--- config.mk ---
export PLATFORM = sky130hd
export DESIGN_NAME = priority_queue_admission_with_trim_flat
export DESIGN_NICKNAME = d
export VERILOG_FILES = /design/src/hdl/pqat_pkg.sv /design/src/hdl/pqat_if.sv /design/src/hdl/pqat_decide.sv /design/src/hdl/priority_queue_admission_with_trim.sv /design/src/flat_wrapper.sv
export SDC_FILE = /design/constraint.sdc
export NUM_CORES = 1
export LEC_CHECK = 0
export BUFFER_PORTS_ARGS = -buffer_cell sky130_fd_sc_hd__buf_2
export CORE_MARGIN = 2
export CORE_UTILIZATION = 35
export DETAILED_ROUTE_END_ITERATION = 10
export GPL_TIMING_DRIVEN = 0
export HOLD_SLACK_MARGIN = 0.1
export PLACE_DENSITY = 0.51
export SLEW_MARGIN = 0
export SYNTH_ARGS = -nofsm -noshare
export SYNTH_HDL_FRONTEND = slang
export SYNTH_HIERARCHICAL = 1
export SYNTH_SLANG_ARGS = --single-unit
--- constraint.sdc ---
create_clock -name clk_i -period 5.05 [get_ports clk_i]
set_input_delay 1.01 -clock clk_i [delete_from_list [all_inputs] [get_ports clk_i]]
set_output_delay 1.01 -clock clk_i [all_outputs]
set_load 0.02 [all_outputs]
--- src/hdl/pqat_pkg.sv ---
`default_nettype none

package pqat_pkg;

  localparam int unsigned OccW = 24;
  localparam int unsigned LenW = 12;
  localparam int unsigned DecW = 3;

  // header length kept when a data packet is trimmed
  localparam logic [LenW-1:0] TrimBytes = LenW'(128);

  // configuration register indexes
  localparam logic CfgLowLimit  = 1'b0;
  localparam logic CfgHighLimit = 1'b1;

  typedef enum logic [DecW-1:0] {
    DecLow         = 3'd0,
    DecHigh        = 3'd1,
    DecTrimHigh    = 3'd2,
    DecDropBoth    = 3'd3,
    DecDropHigh    = 3'd4,
    DecDropInvalid = 3'd5,
    DecReleased    = 3'd6
  } pqat_decision_e;

  typedef struct packed {
    logic            mode;
    logic [LenW-1:0] packet_bytes;
    logic            is_data;
    logic            is_chopped;
    logic            release_high;
  } pqat_item_t;

  typedef struct packed {
    pqat_decision_e  decision;
    logic [LenW-1:0] charged_bytes;
    logic [OccW-1:0] low_occupancy_now;
    logic [OccW-1:0] high_occupancy_now;
  } pqat_result_t;

endpackage

`default_nettype wire

--- src/hdl/pqat_if.sv ---
`default_nettype none

// packet offer / release word
interface pqat_in_if;
  logic                        valid;
  logic                        ready;
  logic                        mode;
  logic [pqat_pkg::LenW-1:0]   packet_bytes;
  logic                        is_data;
  logic                        is_chopped;
  logic                        release_high;

  modport source (
    output valid, mode, packet_bytes, is_data, is_chopped, release_high,
    input  ready
  );
  modport sink (
    input  valid, mode, packet_bytes, is_data, is_chopped, release_high,
    output ready
  );
endinterface

// admission result word
interface pqat_out_if;
  logic                        valid;
  logic                        ready;
  logic [pqat_pkg::DecW-1:0]   decision;
  logic [pqat_pkg::LenW-1:0]   charged_bytes;
  logic [pqat_pkg::OccW-1:0]   low_occupancy_now;
  logic [pqat_pkg::OccW-1:0]   high_occupancy_now;

  modport source (
    output valid, decision, charged_bytes, low_occupancy_now, high_occupancy_now,
    input  ready
  );
  modport sink (
    input  valid, decision, charged_bytes, low_occupancy_now, high_occupancy_now,
    output ready
  );
endinterface

`default_nettype wire

--- src/hdl/pqat_decide.sv ---
`default_nettype none

module pqat_decide (
  input  var pqat_pkg::pqat_item_t        item_i,
  input  var logic [pqat_pkg::OccW-1:0]   low_occ_i,
  input  var logic [pqat_pkg::OccW-1:0]   high_occ_i,
  input  var logic [pqat_pkg::OccW-1:0]   low_limit_i,
  input  var logic [pqat_pkg::OccW-1:0]   high_limit_i,
  output pqat_pkg::pqat_result_t          res_o
);

  logic [pqat_pkg::OccW:0]   low_sum;
  logic [pqat_pkg::OccW:0]   high_sum;
  logic [pqat_pkg::OccW:0]   trim_sum;
  logic                      low_fit;
  logic                      high_fit;
  logic                      trim_fit;
  logic [pqat_pkg::OccW-1:0] rel_occ;
  logic [pqat_pkg::OccW-1:0] rel_amt;
  logic [pqat_pkg::OccW-1:0] rel_left;

  // sums are one bit wider so the strict compare never wraps
  assign low_sum  = {1'b0, low_occ_i}  + (pqat_pkg::OccW+1)'(item_i.packet_bytes);
  assign high_sum = {1'b0, high_occ_i} + (pqat_pkg::OccW+1)'(item_i.packet_bytes);
  assign trim_sum = {1'b0, high_occ_i} + (pqat_pkg::OccW+1)'(pqat_pkg::TrimBytes);

  assign low_fit  = low_sum  < {1'b0, low_limit_i};
  assign high_fit = high_sum < {1'b0, high_limit_i};
  assign trim_fit = trim_sum < {1'b0, high_limit_i};

  // saturating release on the selected counter
  assign rel_occ  = item_i.release_high ? high_occ_i : low_occ_i;
  assign rel_amt  = pqat_pkg::OccW'(item_i.packet_bytes);
  assign rel_left = (rel_amt >= rel_occ) ? '0 : (rel_occ - rel_amt);

  always_comb begin
    res_o.decision           = pqat_pkg::DecDropInvalid;
    res_o.charged_bytes      = '0;
    res_o.low_occupancy_now  = low_occ_i;
    res_o.high_occupancy_now = high_occ_i;
    priority if (item_i.mode) begin
      res_o.decision = pqat_pkg::DecReleased;
      if (item_i.release_high) begin
        res_o.high_occupancy_now = rel_left;
      end else begin
        res_o.low_occupancy_now = rel_left;
      end
    end else if (item_i.is_data && !item_i.is_chopped) begin
      priority if (low_fit) begin
        res_o.decision          = pqat_pkg::DecLow;
        res_o.charged_bytes     = item_i.packet_bytes;
        res_o.low_occupancy_now = low_sum[pqat_pkg::OccW-1:0];
      end else if (trim_fit) begin
        res_o.decision           = pqat_pkg::DecTrimHigh;
        res_o.charged_bytes      = pqat_pkg::TrimBytes;
        res_o.high_occupancy_now = trim_sum[pqat_pkg::OccW-1:0];
      end else begin
        res_o.decision = pqat_pkg::DecDropBoth;
      end
    end else if (item_i.is_data == item_i.is_chopped) begin
      if (high_fit) begin
        res_o.decision           = pqat_pkg::DecHigh;
        res_o.charged_bytes      = item_i.packet_bytes;
        res_o.high_occupancy_now = high_sum[pqat_pkg::OccW-1:0];
      end else begin
        res_o.decision = pqat_pkg::DecDropHigh;
      end
    end else begin
      // chopped control packet
      res_o.decision = pqat_pkg::DecDropInvalid;
    end
  end

endmodule

`default_nettype wire

--- src/hdl/priority_queue_admission_with_trim.sv ---
// a word accepted into the input stage is decided from there and registered into the
//   result stage, where the result word can then be taken
// throughput: one word per cycle unless res_o.ready stalls the result stage; the occupancy
//   counters update in the same cycle that the decision is registered, so the next word
//   already sees them; the occupancy add/compare loop through the counters sets the rate
// reset: asynchronous, active low; clears valid flags, occupancy counters and both limits
`default_nettype none

module priority_queue_admission_with_trim (
  input  var logic                         clk_i,
  input  var logic                         rst_ni,
  input  var logic                         cfg_we_i,
  input  var logic                         cfg_idx_i,
  input  var logic [pqat_pkg::OccW-1:0]    cfg_wdata_i,
  pqat_in_if.sink                          pkt_i,
  pqat_out_if.source                       res_o
);

  // input stage
  logic                   in_vld_q, in_vld_d;
  pqat_pkg::pqat_item_t   in_q;
  logic                   in_take;

  // result stage
  logic                   out_vld_q, out_vld_d;
  pqat_pkg::pqat_result_t out_q;
  pqat_pkg::pqat_result_t upd;
  logic                   adv;

  // queue state and limits
  logic [pqat_pkg::OccW-1:0] low_occ_q, high_occ_q;
  logic [pqat_pkg::OccW-1:0] low_lim_q, high_lim_q;

  // result stage frees when empty or drained this cycle
  assign adv       = in_vld_q && (!out_vld_q || res_o.ready);
  assign pkt_i.ready = !in_vld_q || adv;
  assign in_take   = pkt_i.valid && pkt_i.ready;

  assign in_vld_d  = in_take || (in_vld_q && !adv);
  assign out_vld_d = adv || (out_vld_q && !res_o.ready);

  pqat_decide u_decide (
    .item_i       (in_q),
    .low_occ_i    (low_occ_q),
    .high_occ_i   (high_occ_q),
    .low_limit_i  (low_lim_q),
    .high_limit_i (high_lim_q),
    .res_o        (upd)
  );

  // control state, counters and configuration
  always_ff @(posedge clk_i or negedge rst_ni) begin
    if (!rst_ni) begin
      in_vld_q   <= 1'b0;
      out_vld_q  <= 1'b0;
      low_occ_q  <= '0;
      high_occ_q <= '0;
      low_lim_q  <= '0;
      high_lim_q <= '0;
    end else begin
      in_vld_q  <= in_vld_d;
      out_vld_q <= out_vld_d;
      if (adv) begin
        low_occ_q  <= upd.low_occupancy_now;
        high_occ_q <= upd.high_occupancy_now;
      end
      if (cfg_we_i) begin
        unique case (cfg_idx_i)
          pqat_pkg::CfgLowLimit:  low_lim_q  <= cfg_wdata_i;
          pqat_pkg::CfgHighLimit: high_lim_q <= cfg_wdata_i;
          default: ;
        endcase
      end
    end
  end

  // payload registers, no reset
  always_ff @(posedge clk_i) begin
    if (in_take) begin
      in_q.mode         <= pkt_i.mode;
      in_q.packet_bytes <= pkt_i.packet_bytes;
      in_q.is_data      <= pkt_i.is_data;
      in_q.is_chopped   <= pkt_i.is_chopped;
      in_q.release_high <= pkt_i.release_high;
    end
    if (adv) begin
      out_q <= upd;
    end
  end

  assign res_o.valid              = out_vld_q;
  assign res_o.decision           = out_q.decision;
  assign res_o.charged_bytes      = out_q.charged_bytes;
  assign res_o.low_occupancy_now  = out_q.low_occupancy_now;
  assign res_o.high_occupancy_now = out_q.high_occupancy_now;

  // a decision moved into the result stage is shown next cycle
  a_adv_shows: assert property (@(posedge clk_i) disable iff (!rst_ni)
    adv |=> out_vld_q)
    else $error("result stage not loaded after advance");

  // reported occupancies match the counters written alongside them
  a_occ_match: assert property (@(posedge clk_i) disable iff (!rst_ni)
    adv |=> (out_q.low_occupancy_now == low_occ_q) &&
            (out_q.high_occupancy_now == high_occ_q))
    else $error("reported occupancy differs from counters");

  // counters only move when a word is decided
  a_occ_hold: assert property (@(posedge clk_i) disable iff (!rst_ni)
    !adv |=> $stable(low_occ_q) && $stable(high_occ_q))
    else $error("occupancy changed without a decision");

  // drops and releases charge nothing
  a_no_charge: assert property (@(posedge clk_i) disable iff (!rst_ni)
    out_vld_q && (out_q.decision == pqat_pkg::DecDropBoth ||
                  out_q.decision == pqat_pkg::DecDropHigh ||
                  out_q.decision == pqat_pkg::DecDropInvalid ||
                  out_q.decision == pqat_pkg::DecReleased)
      |-> out_q.charged_bytes == '0)
    else $error("nonzero charge on drop or release");

endmodule

`default_nettype wire
--- src/flat_wrapper.sv ---
// flat-port wrapper written by rule: the top's interface ports become plain ports
module priority_queue_admission_with_trim_flat 
  (clk_i, rst_ni, cfg_we_i, cfg_idx_i, cfg_wdata_i, pkt_i_valid, pkt_i_mode, pkt_i_packet_bytes, pkt_i_is_data, pkt_i_is_chopped, pkt_i_release_high, pkt_i_ready, res_o_valid, res_o_decision, res_o_charged_bytes, res_o_low_occupancy_now, res_o_high_occupancy_now, res_o_ready);
  pqat_in_if pkt_i_i ();
  pqat_out_if res_o_i ();
  input  var logic clk_i;
  input  var logic rst_ni;
  input  var logic cfg_we_i;
  input  var logic cfg_idx_i;
  input  var logic [pqat_pkg::OccW-1:0] cfg_wdata_i;
  input wire logic [$bits(pkt_i_i.valid)-1:0] pkt_i_valid;
  input wire logic [$bits(pkt_i_i.mode)-1:0] pkt_i_mode;
  input wire logic [$bits(pkt_i_i.packet_bytes)-1:0] pkt_i_packet_bytes;
  input wire logic [$bits(pkt_i_i.is_data)-1:0] pkt_i_is_data;
  input wire logic [$bits(pkt_i_i.is_chopped)-1:0] pkt_i_is_chopped;
  input wire logic [$bits(pkt_i_i.release_high)-1:0] pkt_i_release_high;
  output wire logic [$bits(pkt_i_i.ready)-1:0] pkt_i_ready;
  output wire logic [$bits(res_o_i.valid)-1:0] res_o_valid;
  output wire logic [$bits(res_o_i.decision)-1:0] res_o_decision;
  output wire logic [$bits(res_o_i.charged_bytes)-1:0] res_o_charged_bytes;
  output wire logic [$bits(res_o_i.low_occupancy_now)-1:0] res_o_low_occupancy_now;
  output wire logic [$bits(res_o_i.high_occupancy_now)-1:0] res_o_high_occupancy_now;
  input wire logic [$bits(res_o_i.ready)-1:0] res_o_ready;
  assign pkt_i_i.valid = pkt_i_valid;
  assign pkt_i_i.mode = pkt_i_mode;
  assign pkt_i_i.packet_bytes = pkt_i_packet_bytes;
  assign pkt_i_i.is_data = pkt_i_is_data;
  assign pkt_i_i.is_chopped = pkt_i_is_chopped;
  assign pkt_i_i.release_high = pkt_i_release_high;
  assign pkt_i_ready = pkt_i_i.ready;
  assign res_o_valid = res_o_i.valid;
  assign res_o_decision = res_o_i.decision;
  assign res_o_charged_bytes = res_o_i.charged_bytes;
  assign res_o_low_occupancy_now = res_o_i.low_occupancy_now;
  assign res_o_high_occupancy_now = res_o_i.high_occupancy_now;
  assign res_o_i.ready = res_o_ready;
  priority_queue_admission_with_trim u_core (.clk_i(clk_i), .rst_ni(rst_ni), .cfg_we_i(cfg_we_i), .cfg_idx_i(cfg_idx_i), .cfg_wdata_i(cfg_wdata_i), .pkt_i(pkt_i_i), .res_o(res_o_i));
endmodule
# After elaboration in Yosys (flattened, before gate mapping)
# Cells that the tools add are included.
# W data, S select, Z words.
[word_totals]
inputBits = 46
ramBits = 0
mem_count = 0
output_inout_bits = 65
register_bits = 177
latchBits = 0
romBits = 0
[classes]
bitwise = 1
n_mux = 20
magnitude_cmp = 4
n_eq_ne = 1
n_addsub = 4
n_div = 0
reduce_logical = 16
n_shift = 0
multipliers = 0
[ops]
columns = ["operator", "n"]
rows = [
  ["$mux W24", 11],
  ["$lt A25 B24 Y1", 3],
  ["$add A24 B12 Y25", 2],
  ["$mux W48", 1],
  ["$add A24 B8 Y25 const B", 1],
  ["$ge A12 B24 Y1", 1],
  ["$mux W12", 2],
  ["$sub A24 B12 Y24", 1],
  ["$mux W15", 1],
  ["$mux W14", 1],
  ["$mux W8", 1],
  ["$mux W3", 2],
  ["$logic_and A1 B1 Y1", 5],
  ["$logic_not A1 Y1", 5],
  ["$logic_or A1 B1 Y1", 4],
  ["$reduce_and A2 Y1", 2],
  ["$eq A1 B1 Y1", 1],
  ["$mux W1", 1],
  ["$not A1 Y1", 1],
]

# Logic depth before layout (Yosys ltp)
# Gate-level depths: netlist (run 1).
[depth]
depth_word = 6
ltp_mapped = 23

# Cells and area by module
# Netlist (run 1), hierarchy kept.
[by_module_without_submodules]
columns = ["mod", "cells_per_inst", "n_inst", "area_per_inst_um2"]
rows = [
  ["pqat_decide", 1000, 1, 6731.5],
  ["priority_queue_admission_with_trim", 292, 1, 6074.6],
]

# Least setup slack after synthesis (run 1)
# Ideal clock, no wire load.
[synth_timing]
kind = "reg2reg"
from = "reg u_core/high_occ_q[0] (netlist name)"
to = "reg u_core/high_occ_q[15] (netlist name)"
setup_ps = 125
required_time_ps = 4925
path_slack_ps = 191
stages_incl_launch_ff = 21
n_path_buf = 2
period_less_slack_ps = 4859
t_arrival_ps = 4734
path_cell_list = "dfrtp_1 > ha_1 > inv_1 > fa_1 > nor2b_1 > o211ai_1 > a2111o_1 > a21o_1 > clkbuf_1 > xnor2_1 > ha_1 > a211oi_1 > nor2_1 > or3_1 > a221oi_1 > nand4bb_1 > buf_2 > or3_1 > a2111oi_0 > a211oi_1 > mux2_2"
[synth_lines]
columns = ["element", "line_no", "text"]
rows = [
  ["start: declaration", "priority_queue_admission_with_trim.sv:31", "logic [pqat_pkg::OccW-1:0] low_occ_q, high_occ_q;"],
  ["start signal: assignment", "priority_queue_admission_with_trim.sv:65", "high_occ_q <= upd.high_occupancy_now;"],
]

==> results.md, run 1 <==
* H-tree depth at 4
* Syn_area_per_cell at 9.91 um^2
* Fin crit share at 103%
* Worst-path clk slew at 70 ps
* Power Density at 599 mW/mm^2
* Unrepaired setup endpoints after global routing: yes
* Max transition margin at 26.4%
* Largest net degree at the start of global routing at 56
* Fmax achieved at 193 MHz
* Synth async-reset ratio at 55.4%
* Congestion Overflow GR at 0
* Synth Cell Area at 0.0128 mm^2
* Status: finished, violations left
* Failing checks: setup timing
* Clock sinks at 177
* CP startpoint kind: flip-flop
* Comb power frac at 61.9%
* Worst setup margin at -141 ps
* Root buf cell: clkbuf_16
* Switching share of power at 46.7%
* Met3 routed WL at 2.57 mm
* DRC at 0
* CP endpoint: u_core/res_o.low_occupancy_now[3]$_DFFE_PP_
* Sequential area share after synthesis at 37.7%
* Layout cells sized above 1 at 35.5%
* Chip Height at 195 um
* Depth of the worst hold-timing path at 1
* Worst Hold Class: flip-flop to flip-flop
* Die width at 195 um
* Die area at 0.0381 mm^2
* Most common cell in the synthesized netlist: ha_1
* Final nets at 1652
* Worst r2r src: u_core/in_q[5]$_DFFE_PP_
* Layout Utilization at 45.1%
* Share of the synthesized area in the top cell type at 19.1%
* Crit path DAT at 5410 ps
* Final hold violations at 0
* DP Worst Slack at -1800 ps
* Core ar. at 0.0363 mm^2
* Leakage at 0.00675 uW
* Hold Startpoint: u_core/high_lim_q[8]$_DFFE_PN0P_
* Ys Warns at 6
* CTS max path bufs at 2
* Std-Cell Rows at 70
* CP required at 5270 ps
* Register area at 0.00483 mm^2
* Initial core utilization at 35.2%
* CTS tree: built
* Worst-path maximum fanout at 6
* Max_cap viols at 0
* Fillers at 3545
* Endpoints failing setup at 42
* Synthesized flop and latch total at 177
* Clock Latency Late Sink at 470 ps
* Maximum VDD drop at 0.000388 V
* Ports at 111
* Skew final at 14.5 ps
* Worst slew pin tran at 1100 ps
* R2R Path End: u_core/res_o.low_occupancy_now[3]$_DFFE_PP_
* Vias in the first global route at 10.6k
* ANT cells at 0
* Routed vias at 11.1k
* Wire length on met1 at 21.6 mm
* Cells after Synth at 1292
* WL met2 at 20.2 mm
* Reg power frac at 24.3%
* Max-slew violations at 0
* DRT iter0 DRCs at 803
* Synth area leaders: dfrtp_1, edfxtp_1, ha_1, mux2_2, xnor2_1
* Clock power frac at 13.8%
* Iteration count of the initial detailed-routing pass at 5
* Crit Path Class: flip-flop to flip-flop
* P_int at 5240 uW
* Post-DR wirelength/cell at 22.9 um
* Synth top cells by count: ha_1, mux2_2, dfrtp_1
* Setup TNS at -3190 ps
* Synth-to-Final Area Change at 28.1%
* Overall power at 9820 uW
* Crit path time final at 5190 ps
* Final GP Congestion at 0.942
* Top FF cell, synth: dfrtp_1
* Setup crit start: u_core/in_q[5]$_DFFE_PP_
* Multi-input gate area at 0.00839 mm^2
* Crit end category: flip-flop
* Gr usage total at 23.5%
* Via-per-instance ratio at 5.64
* First-pass GRT wire length at 66.6 mm
* Antenna viol nets, final at 0
* Initial antenna violation count at 0
* Post-synth EDFFs at 79
* Reg2reg setup slack at -140 ps
* Largest area contributor in the netlist: dfrtp_1
* Hold Buf Count CTS at 0
* Clock buffer count from CTS at 17
* Drt total wl at 45.4 mm
* Synth cell types at 76
* Reg2Reg Depth at 21
* Port Buffer Count at 110
* Top layer in use: met4
* Switching pwr at 4590 uW
* Syn_nets at 1448
* Post-detail-place hpwl at 34.4 mm
worst min path at each step:
stage,end
2_1_floorplan,u_core/res_o.valid$_DFF_PN0_
3_3_place_gp,u_core/high_occ_q[23]$_DFFE_PN0P_
3_5_place_dp,u_core/high_occ_q[23]$_DFFE_PN0P_
4_1_cts,u_core/res_o.valid$_DFF_PN0_
5_1_grt,u_core/res_o.valid$_DFF_PN0_
6_report,u_core/high_lim_q[8]$_DFFE_PN0P_
layout make-up:
type | instances | area share, %
clock buffers | 18 | 2.62
inverters | 91 | 2.08
flip-flops and latches | 177 | 29.5
clock inverters | 14 | 0.931
well taps | 468 | 3.57
repair buffers | 192 | 7.80
multi-input cells | 953 | 51.2
plain buffers | 64 | 2.37
layer usage:
layer | vias up | track usage (%)
met4 | 0 | 6.62
li1 | 5188 | -
met5 | - | 0
met1 | 5502 | 34.8
met3 | 57 | 3.33
met2 | 397 | 35.7
state kept, by name, indices dropped and copies added, names as in the netlist:
name	flops
u_core/res_o.low_occupancy_now	24
u_core/in_q	16
u_core/low_lim_q	24
u_core/low_occ_q	24
u_core/high_lim_q	24
u_core/res_o.high_occupancy_now	24
u_core/high_occ_q	24
u_core/res_o.valid	1
u_core/res_o.decision	3
u_core/res_o.charged_bytes	12
u_core/in_vld_q	1
logic make-up (layout without fill, tap and decap cells):
group                    after synthesis  after routing  synth area share (%)
flip-flops                           177            177                  37.7
XOR/XNOR                              80             80                  5.47
AND/OR/NAND/NOR                      321            321                  12.8
buffers and inverters                162            379                  5.12
adder cells (fa/ha/maj)              110            110                  10.9
multiplexers                         133            133                  11.7
AO/OA/AOI/OAI                        309            309                  16.3
what timing repair did:
action / CTS / global route
pin swaps: 38 / 63
buffers inserted: 35 / 43
setup endpoints to repair: 111 / 109
gates cloned: 1 / 1
gates resized for setup: 122 / 165
power by group through the flow:
stage	sequential [uW]	clock [uW]	combinational, uW
2_1_floorplan	2340	0	3330
3_3_place_gp	2370	0	4870
3_5_place_dp	2370	0	4920
4_1_cts	2350	1400	5390
5_1_grt	2440	1450	6550
6_report	2390	1360	6080
layout by cell type (no fill, tap or decap), types with 31 or more instances in the layout:
cell and instances:
nand3_1 31, nor2_1 60, clkbuf_1 32, mux2_2 86, inv_1 87, dfrtp_1 92, o21ai_0 43, nand2_1 65
buf_4 69, a21oi_1 57, buf_2 115, edfxtp_1 79, ha_1 91, xnor2_1 47
critical path, stage by stage, from the launching register on:
cell      delay (ps)
edfxtp_1         410
buf_4            160
buf_6            110
ha_4             280
o21ai_2           60
o21a_1           210
o21a_1           200
or3_4            350
a21oi_4          270
nand3_4          130
xnor2_4          320
ha_4             260
a21oi_2          140
nand2_1           60
a221o_1          350
a221oi_4         430
o211ai_4         220
nor2_4           260
buf_8            190
mux2i_2          230
a21oi_2          100
buf_4            180
through the flow:
stage,cell area [um^2],hold WS (ps),std cells
floorplan,12800,477,1292
global route,16400,525,1977
global placement,13900,488,1870
CTS,15400,506,1934
finish,16400,506,1977
detailed placement,14000,491,1872
No activity file was read; power rests on OpenSTA's default activity.
==> run 2: changes to the inputs <==
- PLACE_DENSITY: 0.51 -> 0.5
- SYNTH_HIERARCHICAL: 1 -> default
- clock period: 5.05 -> 5.38 ns (I/O delays scaled with it)
==> results.md, run 2 <==
* Status: finished, final reports clean
* Core ar. at 0.0366 mm^2
* Worst slew pin tran at 1060 ps
* Synthesized flop and latch total at 177
* Antenna viol nets, final at 0
* Worst path top cell family by delay: compound AO/OA/AOI/OAI gates
* Fmax achieved at 188 MHz
* Synth area leaders: dfrtp_1, edfxtp_1, ha_1, a21oi_1, nand2_1
* Clock buffer count from CTS at 17
* Syn_nets at 1580
* Worst-path clk slew at 70 ps
* Maximum VDD drop at 0.000291 V
* Most frequent cells in the layout: nand2_1, buf_2, nor2_1, ha_1, a21oi_1
* Synth-to-Final Area Change at 18.3%
* First-pass GRT wire length at 72.4 mm
* Sequential area share after synthesis at 37.2%
* Max transition margin at 29.6%
* Syn_area_per_cell at 9.12 um^2
* Root buf cell: clkbuf_16
* Final hold violations at 0
* Worst-path maximum fanout at 10
* Chip Height at 197 um
* CP Cell Sequence: ha_1, a21o_1, nand2_1, a31oi_2, o21ai_0, a21oi_2, and2_1, xor2_2, ha_1, nand3_2, nor2_1, o41ai_2, o211ai_1, buf_4, a31oi_4, nor3_4, buf_6, a221o_1, o211ai_1, nand2_1
* Final nets at 1738
* Endpoints failing setup at 0
* Post-Layout Cell Count at 2063
* Final instance area at 0.0154 mm^2
* Met3 routed WL at 2.38 mm
* Gr usage total at 25.5%
* Std-Cell Rows at 70
* Crit end category: flip-flop
* WL met2 at 22.2 mm
* Post-detail-place hpwl at 37.6 mm
* Crit path DAT at 5520 ps
* Drt total wl at 48.2 mm
* CP required at 5570 ps
* Synth async-reset ratio at 55.4%
* H-tree depth at 4
* Initial antenna violation count at 1
* Skew final at 17.3 ps
* Critical-path top delay cell: edfxtp_1
* Max-slew violations at 0
* Most common cell after layout, fill and taps aside: nand2_1
* Placed instance area at 0.0142 mm^2
* Share of the synthesized area in the top cell type at 18.9%
* Hold Buf Count CTS at 0
* CP max stage delay at 470 ps
* Vias in the first global route at 11.6k
* Crit path time final at 5330 ps
* Worst setup margin at 48.6 ps
* Worst Hold Class: flip-flop to flip-flop
* Wire length on met1 at 21.4 mm
* Fin crit share at 99.1%
* Most common cell in the synthesized netlist: nand2_1
* Post-DR wirelength/cell at 23.4 um
* Initial core utilization at 35.5%
* Layout cells sized above 1 at 20.9%
* Post-synth EDFFs at 79
* CP startpoint kind: flip-flop
* DRC at 0
* Overall power at 8060 uW
* DP Worst Slack at -816 ps
* Routed vias at 11.7k
* Ports at 111
* Max_cap viols at 0
* CTS tree: built
* Setup TNS at 0 ps
* Final GP Congestion at 0.945
* Sum of buffers and inverters on the critical path at 2
* Clock sinks at 177
* Die width at 197 um
* Via-per-instance ratio at 5.69
* Ys Warns at 0
* Cells after Synth at 1424
* Synth cell types at 94
* Synth top cells by count: nand2_1, nor2_1, ha_1
* CTS max path bufs at 2
* Leakage at 0.00633 uW
* Die area at 0.0387 mm^2
* Largest area contributor in the netlist: dfrtp_1
* Port Buffer Count at 110
* Top FF cell, synth: dfrtp_1
* Congestion Overflow GR at 0
* Iteration count of the initial detailed-routing pass at 5
* Top layer in use: met4
* ANT cells at 0
* Largest net degree at the start of global routing at 57
* DRT iter0 DRCs at 918
* Power Density at 525 mW/mm^2
* Post-Place Cells at 2004
* Clock Latency Late Sink at 470 ps
* Synth Cell Area at 0.0130 mm^2
* Unrepaired setup endpoints after global routing: yes
* Crit Path Class: flip-flop to flip-flop
-- run 2: cell type report --
cell class	instances	area [um^2]
plain buffers	82	425
clock buffers	17	425
fillers	3732	21200
clock inverters	15	154
repair buffers	140	818
well taps	468	586
multi-input cells	1073	7790
inverters	91	342
flip-flops and latches	177	4830
-- run 2: cell families (layout without fill, tap and decap cells) --
kind of cell             count (synthesis)  in the layout  synth area share (%)
AND/OR/NAND/NOR                        420            420                  15.1
adder cells (fa/ha/maj)                110            110                  10.8
XOR/XNOR                                73             73                  4.92
flip-flops                             177            177                  37.2
AO/OA/AOI/OAI                          418            418                  21.9
multiplexers                            52             52                  4.47
buffers and inverters                  174            345                  5.68
-- run 2: path summary, 6_finish.rpt --
check                                     startpoint                                      endpoint  slack (ps)  cells after the start
setup / recovery            u_core.in_q[6]$_DFFE_PP_  u_core.res_o.high_occupancy_now[8]$_DFFE_PP_          50                     20
hold / removal             u_core.in_vld_q$_DFF_PN0_                  u_core.res_o.valid$_DFF_PN0_         500                      1
setup reg to reg            u_core.in_q[6]$_DFFE_PP_  u_core.res_o.high_occupancy_now[8]$_DFFE_PP_          50                     20
hold reg to reg            u_core.in_vld_q$_DFF_PN0_                  u_core.res_o.valid$_DFF_PN0_         500                      1
max in group asynchronous                     rst_ni             u_core.high_lim_q[19]$_DFFE_PN0P_        3960                      2
min in group asynchronous                     rst_ni               u_core.low_occ_q[7]$_DFFE_PN0P_         660                      1
-- run 2: layer usage --
layer	up-vias	global-route usage [%]
met5	-	0
met4	0	12.8
met3	75	3.92
met2	381	40.5
met1	5762	33.8
li1	5530	-
-- run 2: what timing repair did --
| item | in CTS | in global routing |
|---|---|---|
| setup buffers | 15 | 13 |
| pin swaps | 9 | 19 |
| resized for setup | 42 | 49 |
| endpoints found under the setup margin | 110 | 87 |
| gates cloned | 0 | 0 |
-- run 2: stage by stage --
stage,hold slack (ps),utilization (%)
finish,495,42.0
global route,522,42.0
CTS,498,41.1
detailed placement,482,38.7
global placement,465,38.6
floorplan,457,-
-- run 2: where the power goes --
| group | total [uW] | switching (uW) | internal [uW] |
|---|---|---|---|
| clock | 1280 | 633 | 650 |
| sequential | 2030 | 248 | 1780 |
| combinational | 4740 | 2990 | 1750 |
